===== src/hdl/utp_pkg.sv =====
// ----------------------------------------------------------------------------
// utp_pkg
// Shared types and constants of the identifier text parser: layout
// positions, character codes, result format codes and the per-character
// check result.
// ----------------------------------------------------------------------------
`default_nettype none

package utp_pkg;

	localparam int unsigned POS_W = 6;

	localparam logic [POS_W-1:0] POS_SAT    = 6'd39;
	localparam logic [POS_W-1:0] BRACED_LEN = 6'd38;
	localparam logic [POS_W-1:0] PLAIN_LEN  = 6'd36;

	// hyphen positions of the braced layout
	localparam logic [POS_W-1:0] BR_HYP0 = 6'd9;
	localparam logic [POS_W-1:0] BR_HYP1 = 6'd14;
	localparam logic [POS_W-1:0] BR_HYP2 = 6'd19;
	localparam logic [POS_W-1:0] BR_HYP3 = 6'd24;

	// hyphen positions of the plain layout
	localparam logic [POS_W-1:0] PL_HYP0 = 6'd8;
	localparam logic [POS_W-1:0] PL_HYP1 = 6'd13;
	localparam logic [POS_W-1:0] PL_HYP2 = 6'd18;
	localparam logic [POS_W-1:0] PL_HYP3 = 6'd23;

	localparam logic [7:0] CH_LBRACE = 8'h7B;
	localparam logic [7:0] CH_RBRACE = 8'h7D;
	localparam logic [7:0] CH_HYPHEN = 8'h2D;
	localparam logic [7:0] CH_DIG0   = 8'h30;
	localparam logic [7:0] CH_DIG9   = 8'h39;
	localparam logic [7:0] CH_LOWA   = 8'h61;
	localparam logic [7:0] CH_LOWF   = 8'h66;
	localparam logic [7:0] CH_UPA    = 8'h41;
	localparam logic [7:0] CH_UPF    = 8'h46;

	typedef enum logic [1:0] {
		FMT_INVALID = 2'd0,
		FMT_BRACED  = 2'd1,
		FMT_PLAIN   = 2'd2
	} fmt_t;

	typedef struct packed {
		logic       hex;
		logic [3:0] nibble;
		logic       braced_acc;
		logic       plain_acc;
	} chk_t;

endpackage

`default_nettype wire


===== src/hdl/utp_char_check.sv =====
// ----------------------------------------------------------------------------
// utp_char_check
// Classifies one character at a given position: hex digit and its value,
// and whether each of the two layouts accepts it there.
// ----------------------------------------------------------------------------
`default_nettype none

module utp_char_check (
	input  wire logic [7:0]               char_code,
	input  wire logic [utp_pkg::POS_W-1:0] pos,
	output utp_pkg::chk_t                 chk
);
	import utp_pkg::*;

	logic       is_dig;
	logic       is_low;
	logic       is_up;
	logic [7:0] sub;
	logic       br_hyp;
	logic       pl_hyp;

	always_comb begin
		is_dig = (char_code >= CH_DIG0) && (char_code <= CH_DIG9);
		is_low = (char_code >= CH_LOWA) && (char_code <= CH_LOWF);
		is_up  = (char_code >= CH_UPA)  && (char_code <= CH_UPF);

		// offset that maps the character onto its digit value
		priority if (is_dig) begin
			sub = char_code - CH_DIG0;
		end else if (is_low) begin
			sub = char_code - (CH_LOWA - 8'd10);
		end else begin
			sub = char_code - (CH_UPA - 8'd10);
		end

		br_hyp = (pos == BR_HYP0) || (pos == BR_HYP1) || (pos == BR_HYP2) || (pos == BR_HYP3);
		pl_hyp = (pos == PL_HYP0) || (pos == PL_HYP1) || (pos == PL_HYP2) || (pos == PL_HYP3);

		chk.hex    = is_dig || is_low || is_up;
		chk.nibble = sub[3:0];

		priority if (pos >= BRACED_LEN) begin
			chk.braced_acc = 1'b0;
		end else if (pos == '0) begin
			chk.braced_acc = (char_code == CH_LBRACE);
		end else if (pos == BRACED_LEN - 6'd1) begin
			chk.braced_acc = (char_code == CH_RBRACE);
		end else if (br_hyp) begin
			chk.braced_acc = (char_code == CH_HYPHEN);
		end else begin
			chk.braced_acc = chk.hex;
		end

		priority if (pos >= PLAIN_LEN) begin
			chk.plain_acc = 1'b0;
		end else if (pl_hyp) begin
			chk.plain_acc = (char_code == CH_HYPHEN);
		end else begin
			chk.plain_acc = chk.hex;
		end
	end

endmodule

`default_nettype wire


===== src/hdl/uuid_text_parser.sv =====
// Result path: the transfer of the last character loads the input register;
// it advances into the result register once that register is empty or taken.
// Throughput: one character per cycle, except that a last character waits
// while the result register is full and not taken; the per-character check
// and 4-bit shift of the 128-bit accumulator fit between the two registers.
// Reset: arst_n clears position, accumulator and valid bits and sets both
// layout flags.
// ----------------------------------------------------------------------------
// uuid_text_parser
// Parses an 8-4-4-4-12 hex identifier string, braced or plain, one
// character per transfer, and reports the format and the 128-bit value.
// ----------------------------------------------------------------------------
`default_nettype none

module uuid_text_parser (
	input  wire logic        clk,
	input  wire logic        arst_n,
	input  wire logic        in_valid,
	output logic             in_ready,
	input  wire logic [7:0]  char_code,
	input  wire logic        is_last,
	output logic             out_valid,
	input  wire logic        out_ready,
	output logic [1:0]       format_code,
	output logic [63:0]      value_upper,
	output logic [63:0]      value_lower
);
	import utp_pkg::*;

	// input register
	logic             valid_s1;
	logic [7:0]       char_s1;
	logic             last_s1;

	// parse state
	logic [POS_W-1:0] pos_q;
	logic             braced_q;
	logic             plain_q;
	logic [127:0]     accum_q;

	// result register
	logic             out_valid_q;
	fmt_t             fmt_q;
	logic [127:0]     value_q;

	chk_t             chk;
	logic             adv;
	logic             braced_nx;
	logic             plain_nx;
	logic [127:0]     accum_nx;
	fmt_t             fmt_nx;

	utp_char_check u_check (
		.char_code (char_s1),
		.pos       (pos_q),
		.chk       (chk)
	);

	// Advance the held character unless it would produce a result while the
	// result register is still full and not being taken.
	assign adv      = valid_s1 && (!last_s1 || !out_valid_q || out_ready);
	assign in_ready = !valid_s1 || adv;

	always_comb begin
		braced_nx = braced_q && chk.braced_acc;
		plain_nx  = plain_q && chk.plain_acc;
		// shift in one nibble, most significant first
		accum_nx  = chk.hex ? {accum_q[123:0], chk.nibble} : accum_q;

		// braced layout wins over plain; lengths exclude each other anyway
		priority if (braced_nx && (pos_q == BRACED_LEN - 6'd1)) begin
			fmt_nx = FMT_BRACED;
		end else if (plain_nx && (pos_q == PLAIN_LEN - 6'd1)) begin
			fmt_nx = FMT_PLAIN;
		end else begin
			fmt_nx = FMT_INVALID;
		end
	end

	// Input register: load on every transfer, drop once advanced.
	always_ff @(posedge clk or negedge arst_n) begin
		if (!arst_n) begin
			valid_s1 <= 1'b0;
		end else if (in_ready) begin
			valid_s1 <= in_valid;
		end
	end

	always_ff @(posedge clk) begin
		if (in_ready && in_valid) begin
			char_s1 <= char_code;
			last_s1 <= is_last;
		end
	end

	// Parse state: advance on each character; return to the start after the
	// last one so the next string begins fresh.
	always_ff @(posedge clk or negedge arst_n) begin
		if (!arst_n) begin
			pos_q    <= '0;
			braced_q <= 1'b1;
			plain_q  <= 1'b1;
			accum_q  <= '0;
		end else if (adv) begin
			if (last_s1) begin
				pos_q    <= '0;
				braced_q <= 1'b1;
				plain_q  <= 1'b1;
				accum_q  <= '0;
			end else begin
				// hold the count once it reaches saturation
				if (pos_q != POS_SAT) begin
					pos_q <= pos_q + 6'd1;
				end
				braced_q <= braced_nx;
				plain_q  <= plain_nx;
				accum_q  <= accum_nx;
			end
		end
	end

	// Result register: fill on a last character, clear when taken.
	always_ff @(posedge clk or negedge arst_n) begin
		if (!arst_n) begin
			out_valid_q <= 1'b0;
		end else if (adv && last_s1) begin
			out_valid_q <= 1'b1;
		end else if (out_ready) begin
			out_valid_q <= 1'b0;
		end
	end

	always_ff @(posedge clk) begin
		if (adv && last_s1) begin
			fmt_q   <= fmt_nx;
			// zero the value of an invalid string
			value_q <= (fmt_nx != FMT_INVALID) ? accum_nx : '0;
		end
	end

	assign out_valid   = out_valid_q;
	assign format_code = fmt_q;
	assign value_upper = value_q[127:64];
	assign value_lower = value_q[63:0];

	// An invalid result always carries a zero value.
	a_invalid_zero: assert property (@(posedge clk) disable iff (!arst_n)
		(out_valid && (format_code == FMT_INVALID)) |-> ((value_upper == '0) && (value_lower == '0)))
		else $error("invalid result with nonzero value");

	// The position counter never passes saturation.
	a_pos_sat: assert property (@(posedge clk) disable iff (!arst_n)
		pos_q <= POS_SAT)
		else $error("position counter beyond saturation");

	// After the last character the parser is back at its start state.
	a_restart: assert property (@(posedge clk) disable iff (!arst_n)
		(adv && last_s1) |=> ((pos_q == '0) && braced_q && plain_q && (accum_q == '0)))
		else $error("parser not restarted after last character");

	// A finished result loads the result register on the next edge.
	a_result_load: assert property (@(posedge clk) disable iff (!arst_n)
		(adv && last_s1) |=> out_valid_q)
		else $error("result lost");

endmodule

`default_nettype wire

===== config.mk =====
export PLATFORM = sky130hd
export DESIGN_NAME = uuid_text_parser
export DESIGN_NICKNAME = d
export VERILOG_FILES = /design/src/hdl/utp_pkg.sv /design/src/hdl/utp_char_check.sv /design/src/hdl/uuid_text_parser.sv
export SDC_FILE = /design/constraint.sdc
export NUM_CORES = 1
export LEC_CHECK = 0
export BUFFER_PORTS_ARGS = -buffer_cell sky130_fd_sc_hd__buf_2
export CAP_MARGIN = 20
export CORE_AREA = 8 8 159 161
export DETAILED_ROUTE_END_ITERATION = 8
export DIE_AREA = 0 0 167 169
export PLACE_DENSITY = 0.75
export SYNTH_ARGS = -nofsm -noshare
export SYNTH_HDL_FRONTEND = slang
export SYNTH_HIERARCHICAL = 1
export SYNTH_SLANG_ARGS = --single-unit

===== constraint.sdc =====
create_clock -name clk -period 4.41 [get_ports clk]
set_input_delay 0.882 -clock clk [delete_from_list [all_inputs] [get_ports clk]]
set_output_delay 0.882 -clock clk [all_outputs]
set_load 0.05 [all_outputs]

==> After elaboration in Yosys (flattened, before gate mapping) <==
Index checks and enable logic that the tools add are counted.
{ "word_totals": {"inputBits": 13, "word_cells": 83, "regBits": 277} }
{ "classes": {"reduce_logical": 29, "mux": 18, "eq_ne": 14, "addsub": 4, "n_lt_le_gt_ge": 8} }
{ "op_table": {"columns": ["op", "n"], "rows": [
  ["128-bit two-way mux", 2],
  ["6-bit by 4-bit == test with 1-bit output (second input constant)", 4],
  ["6-bit by 5-bit == test with 1-bit output (second input constant)", 4],
  ["8-bit by 7-bit == test with 1-bit output (second input constant)", 2],
  ["8-bit by 7-bit >= comparator with 1-bit output (second input constant)", 2],
  ["8-bit by 7-bit <= comparator with 1-bit output (second input constant)", 2],
  ["6-bit == test (second input constant)", 2],
  ["6-bit >= comparator (second input constant)", 2],
  ["6-bit two-way mux", 2],
  ["1-bit logical OR", 11],
  ["1-bit logical AND", 10],
  ["1-bit two-way mux", 10],
  ["8-bit by 6-bit == test with 1-bit output (second input constant)", 1],
  ["8-bit by 6-bit >= comparator with 1-bit output (second input constant)", 1],
  ["8-bit by 6-bit <= comparator with 1-bit output (second input constant)", 1],
  ["4-bit two-way mux", 2],
  ["4-bit by 3-bit subtractor with 4-bit output (second input constant)", 2],
  ["6-bit by 1-bit adder with 6-bit output (second input constant)", 1],
  ["6-bit logical NOT", 1],
  ["6-bit inequality test (second input constant)", 1],
  ["2-bit nonzero test", 3],
  ["2-bit two-way mux", 2],
  ["4-bit by 1-bit subtractor with 4-bit output (second input constant)", 1],
  ["1-bit logical NOT", 3],
  ["2-bit AND reduction", 1]
]} }

==> Longest topological paths before layout <==
Gate-level depths: netlist (run 1).
{ "logic_depth": {"word_depth": 12, "ltp_mapped": 12, "depth_no_buf": 10} }

==> Cells and area by module <==
Netlist (run 1), hierarchy kept.
{ "modules_own_cells": {"columns": ["mod", "seq_area_each_um2", "area_each_um2", "cells_per_inst", "n_inst"], "rows": [
  ["uuid_text_parser", 7629.8, 11212.0, 767, 1],
  ["utp_char_check", 0.0, 379.1, 55, 1]
]} }

==> Least setup slack after synthesis (run 1) <==
OpenSTA, ideal clock, no wires.
{ "synth_path": {"path_type": "input to register", "start": "in out_ready", "end": "reg fmt_q[0] (netlist: format_code[0]), enable pin", "arrival_ns": 4.196, "stages": 2, "path_slack_ns": -0.293, "path_cell_list": "nand3b_1 > and3_1"} }
{ "synth_via": {"elab_chain_cells": 3} }
{ "synth_rtl": {"columns": ["element", "line_no", "source"], "rows": [
  ["from (decl)", "uuid_text_parser.sv:23", "input wire logic out_ready,"],
  ["1-bit logical OR", "uuid_text_parser.sv:61", "assign adv = valid_s1 && (!last_s1 || !out_valid_q || out_ready);"],
  ["1-bit logical AND", "uuid_text_parser.sv:61", null],
  ["1-bit logical AND", "uuid_text_parser.sv:134", "if (adv && last_s1) begin"],
  ["to (signal assigned)", "uuid_text_parser.sv:135", "fmt_q <= fmt_nx;"],
  ["to (decl)", "uuid_text_parser.sv:43", "fmt_t fmt_q;"]
]} }
No other way between the ends.
A chain may end at the register's enable or synchronous reset.

==> summary.txt, run 1 <==
Yosys
  • Post-synth EDFFs: 139
  • Share of Yosys cell area claimed by the top area cell type: 36.0%
  • Post-synth ARST share: 49.8%
  • Synth Register Bits: 277
  • Syn Nets: 840
  • Synth Area per Inst: 14.1 um2
  • Main synth FF type: edfxtp_1
  • Cell taking the most area after synthesis: edfxtp_1
  • Yosys cell types: 49
  • Synth top area cells: edfxtp_1, dfrtp_1, mux2i_1, a22o_1, nor2_1
  • Sequential area share after synthesis: 65.8%
  • Cells after Synth: 822
  • Ys Warns: 6
  • Cell Area, Synth: 11600 um2

Die
  • Die area: 28200 um2
  • Io pins: 145
  • Core Area: 22900 um2
  • Die Wd: 167 um
  • Starting Density: 50.6%
  • Die Y: 169 um
  • Row cnt: 56

Critical path
  • Delay-heaviest family, CP: simple AND/OR/NAND/NOR gates
  • CP required: 4680 ps
  • Path depth of the worst reg2reg path: 11
  • Critical Path Max Stage Delay: 520 ps
  • Setup slack, reg-to-reg: 850 ps
  • Arr. time, crit path: 3840 ps
  • Crit end category: register
  • Max FO, Critical Path: 54
  • Worst Path Buf+Inv: 2
  • Crit start category: register
  • R2R Path Start: char_s1[0]
  • Slowest cell on crit path: a21o_4
  • FF-to-FF End: value_q[106]
  • Setup CP Type: register to register
  • CP dominant cell by count: nor2_1
  • CP Cell Sequence: inv_1, ha_1, or4b_1, nand4_1, nand2_4, nor2_1, a221oi_1, nand4b_1, a21o_4, buf_4, nor2_1

STA
  • Layout Skew: 9.13 ps
  • Final Setup Violations: 0
  • Worst-Margin Slew: 915 ps
  • Highest clock rate: 0.281 GHz
  • Post-route minimum period: 3560 ps
  • Slew Limit Fails: 0
  • Hold Violations, Final: 0
  • Hold WS: 434 ps
  • Max-slew headroom: 39.0%
  • Fin crit share: 80.8%
  • Fin Setup TNS: 0 ps
  • RSZ-0062 raised after global routing: no

Layout
  • Final Core Density: 58.3%
  • Nets: 967
  • Most frequent cells in the layout: buf_2, edfxtp_1, dfrtp_1
  • # diodes: 0
  • Share of cells above drive strength 1: 21.4%
  • Commonest non-fill, non-tap cell in the layout: buf_2
  • Final Non-Filler Cells: 1261
  • Area grow syn2layout: 15.2%

Power
  • Int Power: 4.27 mW
  • Clk pwr share: 39.9%
  • Sw frac: 24.8%
  • Switching power: 1.41 mW
  • Logic pwr share: 9.8%
  • Leak: 5.12 nW
  • Maximum VDD drop: 0.288 mV
  • PwrDens: 426 nW/um2
  • Sequential share of power: 50.3%

Clock network
  • Number of buffers created by CTS: 28
  • Clock Sinks: 277
  • Clk slew on worst S/H paths: 60 ps
  • Root buf cell: clkbuf_16
  • Post-cts resize count: 0
  • Maximum clock path buffer count: 3
  • Hold_buf cts: 0
  • CTS H-tree lvls: 1
  • Postcts setup bufs: 0
  • Clock Latency Late Sink: 530 ps
  • CTS tree: yes

Place
  • Gpl congestion: 0.807
  • Cell count after placement: 1209
  • HPWL after DPL: 14700 um
  • Port Buffers: 144

Drt
  • DR pass1 iterations: 5
  • Iter 0 DRT Violations: 609
  • DR vias/cell: 5.66
  • Total number of vias: 7137
  • Residual DRC: 0
  • Post-DRT Antenna Nets: 0
  • Avg WL per Cell: 18.8 um
  • Final Routed Wirelength: 23700 um

GRT
  • Largest net degree at the start of global routing: 96
  • Initial antenna violation count: 0
  • Remaining Overflow, GRT: 0
  • First-pass GRT wire length: 39300 um
  • Global Route Usage Sum: 16.9%
  • Number of global-route vias before repair: 7193

Min path
  • Worst min path class: primary input to asynchronous set/reset pin

Run
  • Max-Cap Viols: 0

Status
  • Status: finished, final reports clean
## per-stage QoR
stage,setup slack (ps),area (um2),total power [mW]
floorplan,1200,11600,3.32
global placement,980,12500,3.46
detailed placement,800,12500,3.47
CTS,814,13300,5.73
global route,526,13300,5.88
finish,847,13300,5.68
## layout make-up
class                      instances  area (um2)
clock inverter                     6        26.3
clock buffer                      46         870
inverter                           5        18.8
fill                            1833        9560
tap                              290         363
timing repair buffer             158         857
sequential                       277        7630
multi-input combinational        479        3580
## synth_stat cells (2+ instances only)
| cell | n |
|---|---|
| nand2_1 | 9 |
| buf_6 | 14 |
| nor2b_1 | 7 |
| o21ai_0 | 4 |
| nor2_1 | 131 |
| xnor2_1 | 4 |
| nand3_1 | 3 |
| buf_2 | 32 |
| ha_1 | 5 |
| a22o_1 | 130 |
| nand3b_1 | 5 |
| and2_1 | 2 |
| or3_1 | 3 |
| nand4_1 | 4 |
| buf_4 | 2 |
| clkbuf_1 | 7 |
| a21o_1 | 3 |
| a31oi_1 | 2 |
| o21a_1 | 2 |
| buf_1 | 6 |
| dfrtp_1 | 136 |
| dfstp_2 | 2 |
| nor4_1 | 2 |
| nor3b_1 | 2 |
| inv_1 | 5 |
| mux2i_1 | 129 |
| and3_1 | 4 |
| nand2b_1 | 4 |
| o2bb2ai_1 | 2 |
| edfxtp_1 | 139 |
| o211ai_1 | 3 |
| nand4b_1 | 2 |
## worst reg2reg max path, cell delays in order (launching register included)
cell      delay [ps]
edfxtp_1         390
inv_1             90
ha_1             210
or4b_1           510
nand4_1          250
nand2_4          390
nor2_1           210
a221oi_1          70
nand4b_1         170
a21o_4           520
buf_4            390
nor2_1           110
## power groups by stage
stage | registers [mW] | logic (mW) | clock network (mW)
after floorplan | 3.13 | 0.188 | 0
after global routing | 2.87 | 0.591 | 2.43
after CTS | 2.86 | 0.563 | 2.31
after global placement | 2.91 | 0.556 | 0
after detailed placement | 2.91 | 0.561 | 0
final | 2.86 | 0.556 | 2.27
## kinds of logic after synthesis
| kind of cell | after synthesis | share of synthesized area, % |
|---|---|---|
| mux | 130 | 11.2 |
| simple gates | 185 | 7.21 |
| buf+inv | 66 | 3.45 |
| flops | 277 | 65.8 |
| compound gates | 154 | 11.4 |
| xor+xnor | 5 | 0.378 |
| fa+ha+maj | 5 | 0.540 |
## routing by layer
metal	global-route usage (%)	vias up	part of all wire (%)
li1	-	3349	-
met1	23.5	3597	46
met2	27.3	171	48
met3	3.28	20	5.3
met4	3.80	0	1.0
met5	0	-	0
## sequential cells by signal (all words and copies together) (netlist names)
| signal | cells |
|---|---|
| valid_s1 | 1 |
| plain_q | 1 |
| out_valid | 1 |
| char_s1 | 8 |
| braced_q | 1 |
| last_s1 | 1 |
| accum_q | 128 |
| pos_q | 6 |
| format_code | 2 |
| value_q | 128 |
## worst max-delay path by stage
| stage | start | endpoint | slack [ps] | cells past startpoint |
|---|---|---|---|---|
| after floorplan | out_ready | format_code[0] | 1200 | 2 |
| after global placement | char_s1[0] | value_q[97] | 980 | 11 |
| after detailed placement | char_s1[0] | value_q[106] | 800 | 11 |
| after CTS | char_s1[0] | value_q[106] | 810 | 11 |
| after global routing | char_s1[0] | value_q[112] | 530 | 11 |
| final | char_s1[0] | value_q[106] | 850 | 11 |
Note: power is estimated with default switching activity, not from simulation.
==> run 2: changes to the inputs <==
- CORE_AREA: 8 8 159 161 -> 8 8 151 153
- DIE_AREA: 0 0 167 169 -> 0 0 159 161
- PLACE_DENSITY: 0.75 -> 0.79
- clock period: 4.41 -> 3.7 ns (I/O delays scaled with it)
==> run 2 against run 1 <==
Non-clock buffer count fell by 2. Setup slack got worse by 250 ps. Critical path depth did not move. Maximum frequency rose by 15%. Worst hold slack got worse by 140 ps. First-iteration DRC count rose by 0.49%. Register-to-register slack got worse by 250 ps. Clock power rose by 27%. Largest power group unchanged.
==> summary.txt, run 2 (synthesis results as in run 1) <==
Status
  • Status: finished, final reports clean

Layout
  • Share of cells above drive strength 1: 21.4%
  • Commonest non-fill, non-tap cell in the layout: buf_2
  • # diodes: 0
  • Nets: 965
  • Largest regs: accum_q: 128 flops, value_q: 128 flops, char_s1: 8 flops
  • Area grow syn2layout: 15.6%
  • Most frequent cells in the layout: buf_2, edfxtp_1, dfrtp_1

Clock network
  • Clock Sinks: 277
  • Maximum clock path buffer count: 3
  • CTS tree: yes
  • Number of buffers created by CTS: 28
  • Clock Latency Late Sink: 530 ps
  • Postcts setup bufs: 0
  • CTS H-tree lvls: 1
  • Post-cts resize count: 0
  • Clk slew on worst S/H paths: 60 ps
  • Hold_buf cts: 0
  • Root buf cell: clkbuf_16

GRT
  • Number of global-route vias before repair: 7009
  • GR Util met2: 27.2%
  • Remaining Overflow, GRT: 0
  • Global Route Usage Sum: 17.3%
  • Largest net degree at the start of global routing: 129
  • Initial antenna violation count: 0
  • First-pass GRT wire length: 37200 um
  • M1 GR Usage: 24.6%
  • Global routing's busiest layer: met2
  • M3 GR Usage: 3.49%

STA
  • Hold Violations, Final: 0
  • Highest clock rate: 0.322 GHz
  • RSZ-0062 raised after global routing: no
  • Fin crit share: 83.8%
  • PnR worst setup slack: 598 ps
  • Worst-Margin Slew: 984 ps
  • Fin Setup TNS: 0 ps
  • Post-route minimum period: 3100 ps
  • Max-slew headroom: 34.4%
  • Layout Skew: 10.6 ps
  • Slew Limit Fails: 0
  • Final Setup Violations: 0

Die
  • Row cnt: 53
  • Core Area: 20600 um2
  • Starting Density: 56.4%
  • Die Wd: 159 um
  • Die area: 25600 um2
  • Io pins: 145
  • Die Y: 161 um

Critical path
  • R2R Path Start: char_s1[0]
  • Arr. time, crit path: 3350 ps
  • Crit end category: register
  • Critical Path Source: char_s1[0]
  • Crit start category: register
  • CP required: 3950 ps
  • Setup slack, reg-to-reg: 600 ps
  • Setup CP Type: register to register
  • Max FO, Critical Path: 128

Power
  • Switching power: 1.69 mW
  • Leak: 5.15 nW
  • Clk pwr share: 41.5%
  • Int Power: 5.26 mW
  • Logic pwr share: 9.5%
  • Sequential share of power: 49.0%
  • PwrDens: 519 nW/um2
  • Sw frac: 24.3%
  • Maximum VDD drop: 0.371 mV

Run
  • Max-Cap Viols: 0

Drt
  • DR vias/cell: 5.68
  • Residual DRC: 0
  • Total number of vias: 7071
  • DR pass1 iterations: 5
  • Iter 0 DRT Violations: 612
  • Avg WL per Cell: 18.2 um
  • Final Routed Wirelength: 22700 um
  • Post-DRT Antenna Nets: 0

Place
  • HPWL after DPL: 13500 um
  • Gpl congestion: 0.841
  • Port Buffers: 144
  • Pre-CTS setup slack: 681 ps

Min path
  • Worst min path class: primary input to asynchronous set/reset pin
-- run 2: cell count changes in the layout (fill, tap and decap cells not counted), sizes merged --
| cell | previous run | this run |
|---|---|---|
| clkinv | 6 | 9 |
| buf | 158 | 156 |
| bufinv | 0 | 4 |
| clkbuf | 46 | 39 |
-- run 2: final timing paths --
kind                           endpoint  cells past startpoint
max                        value_q[124]                     11
min                        accum_q[125]                      1
max reg2reg                value_q[124]                     11
min reg2reg                accum_q[124]                      1
max in group asynchronous   accum_q[68]                      2
min in group clk             char_s1[4]                      1
-- run 2: power groups by stage --
stage | clock, mW | combinational (mW) | sequential [mW]
floorplan | 0 | 0.225 | 3.74
global placement | 0 | 0.662 | 3.46
detailed placement | 0 | 0.667 | 3.47
CTS | 2.93 | 0.668 | 3.41
global route | 3.06 | 0.702 | 3.42
finish | 2.89 | 0.660 | 3.41
-- run 2: per-stage QoR --
step	cells	utilization, %	area [um2]	power (mW)	hold WS [ps]
2_1_floorplan	822	-	11600	3.96	444
3_3_place_gp	1192	60.5	12400	4.12	484
3_5_place_dp	1192	60.5	12400	4.13	481
4_1_cts	1244	65.2	13400	7.00	369
5_1_grt	1244	65.2	13400	7.17	366
6_report	1244	65.2	13400	6.95	292
-- run 2: area by class of cell --
class                           instances  area (um2)
Clock inverter                         13         173
Sequential cell                       277        7630
Fill cell                            1550        7160
Multi-Input combinational cell        479        3580
Tap cell                              275         344
Inverter                                5        18.8
Clock buffer                           39         783
Timing Repair Buffer                  156         867
-- run 2: per-layer routing --
metal | part of all wire [%] | wire length [um]
met3 | 4.9 | 1100
met4 | 1.4 | 312
met2 | 47 | 10800
met5 | 0 | 0
met1 | 46 | 10500
-- run 2: critical path, stage by stage (launching register included) --
cell and delay [ps]:
edfxtp_1 400, inv_1 90, ha_1 210, or4b_1 510, nand4_1 260, nand2_4 120, nor2_1 130, a221oi_1 70
nand4b_1 190, a21o_4 150, buf_12 340, nor2_1 130
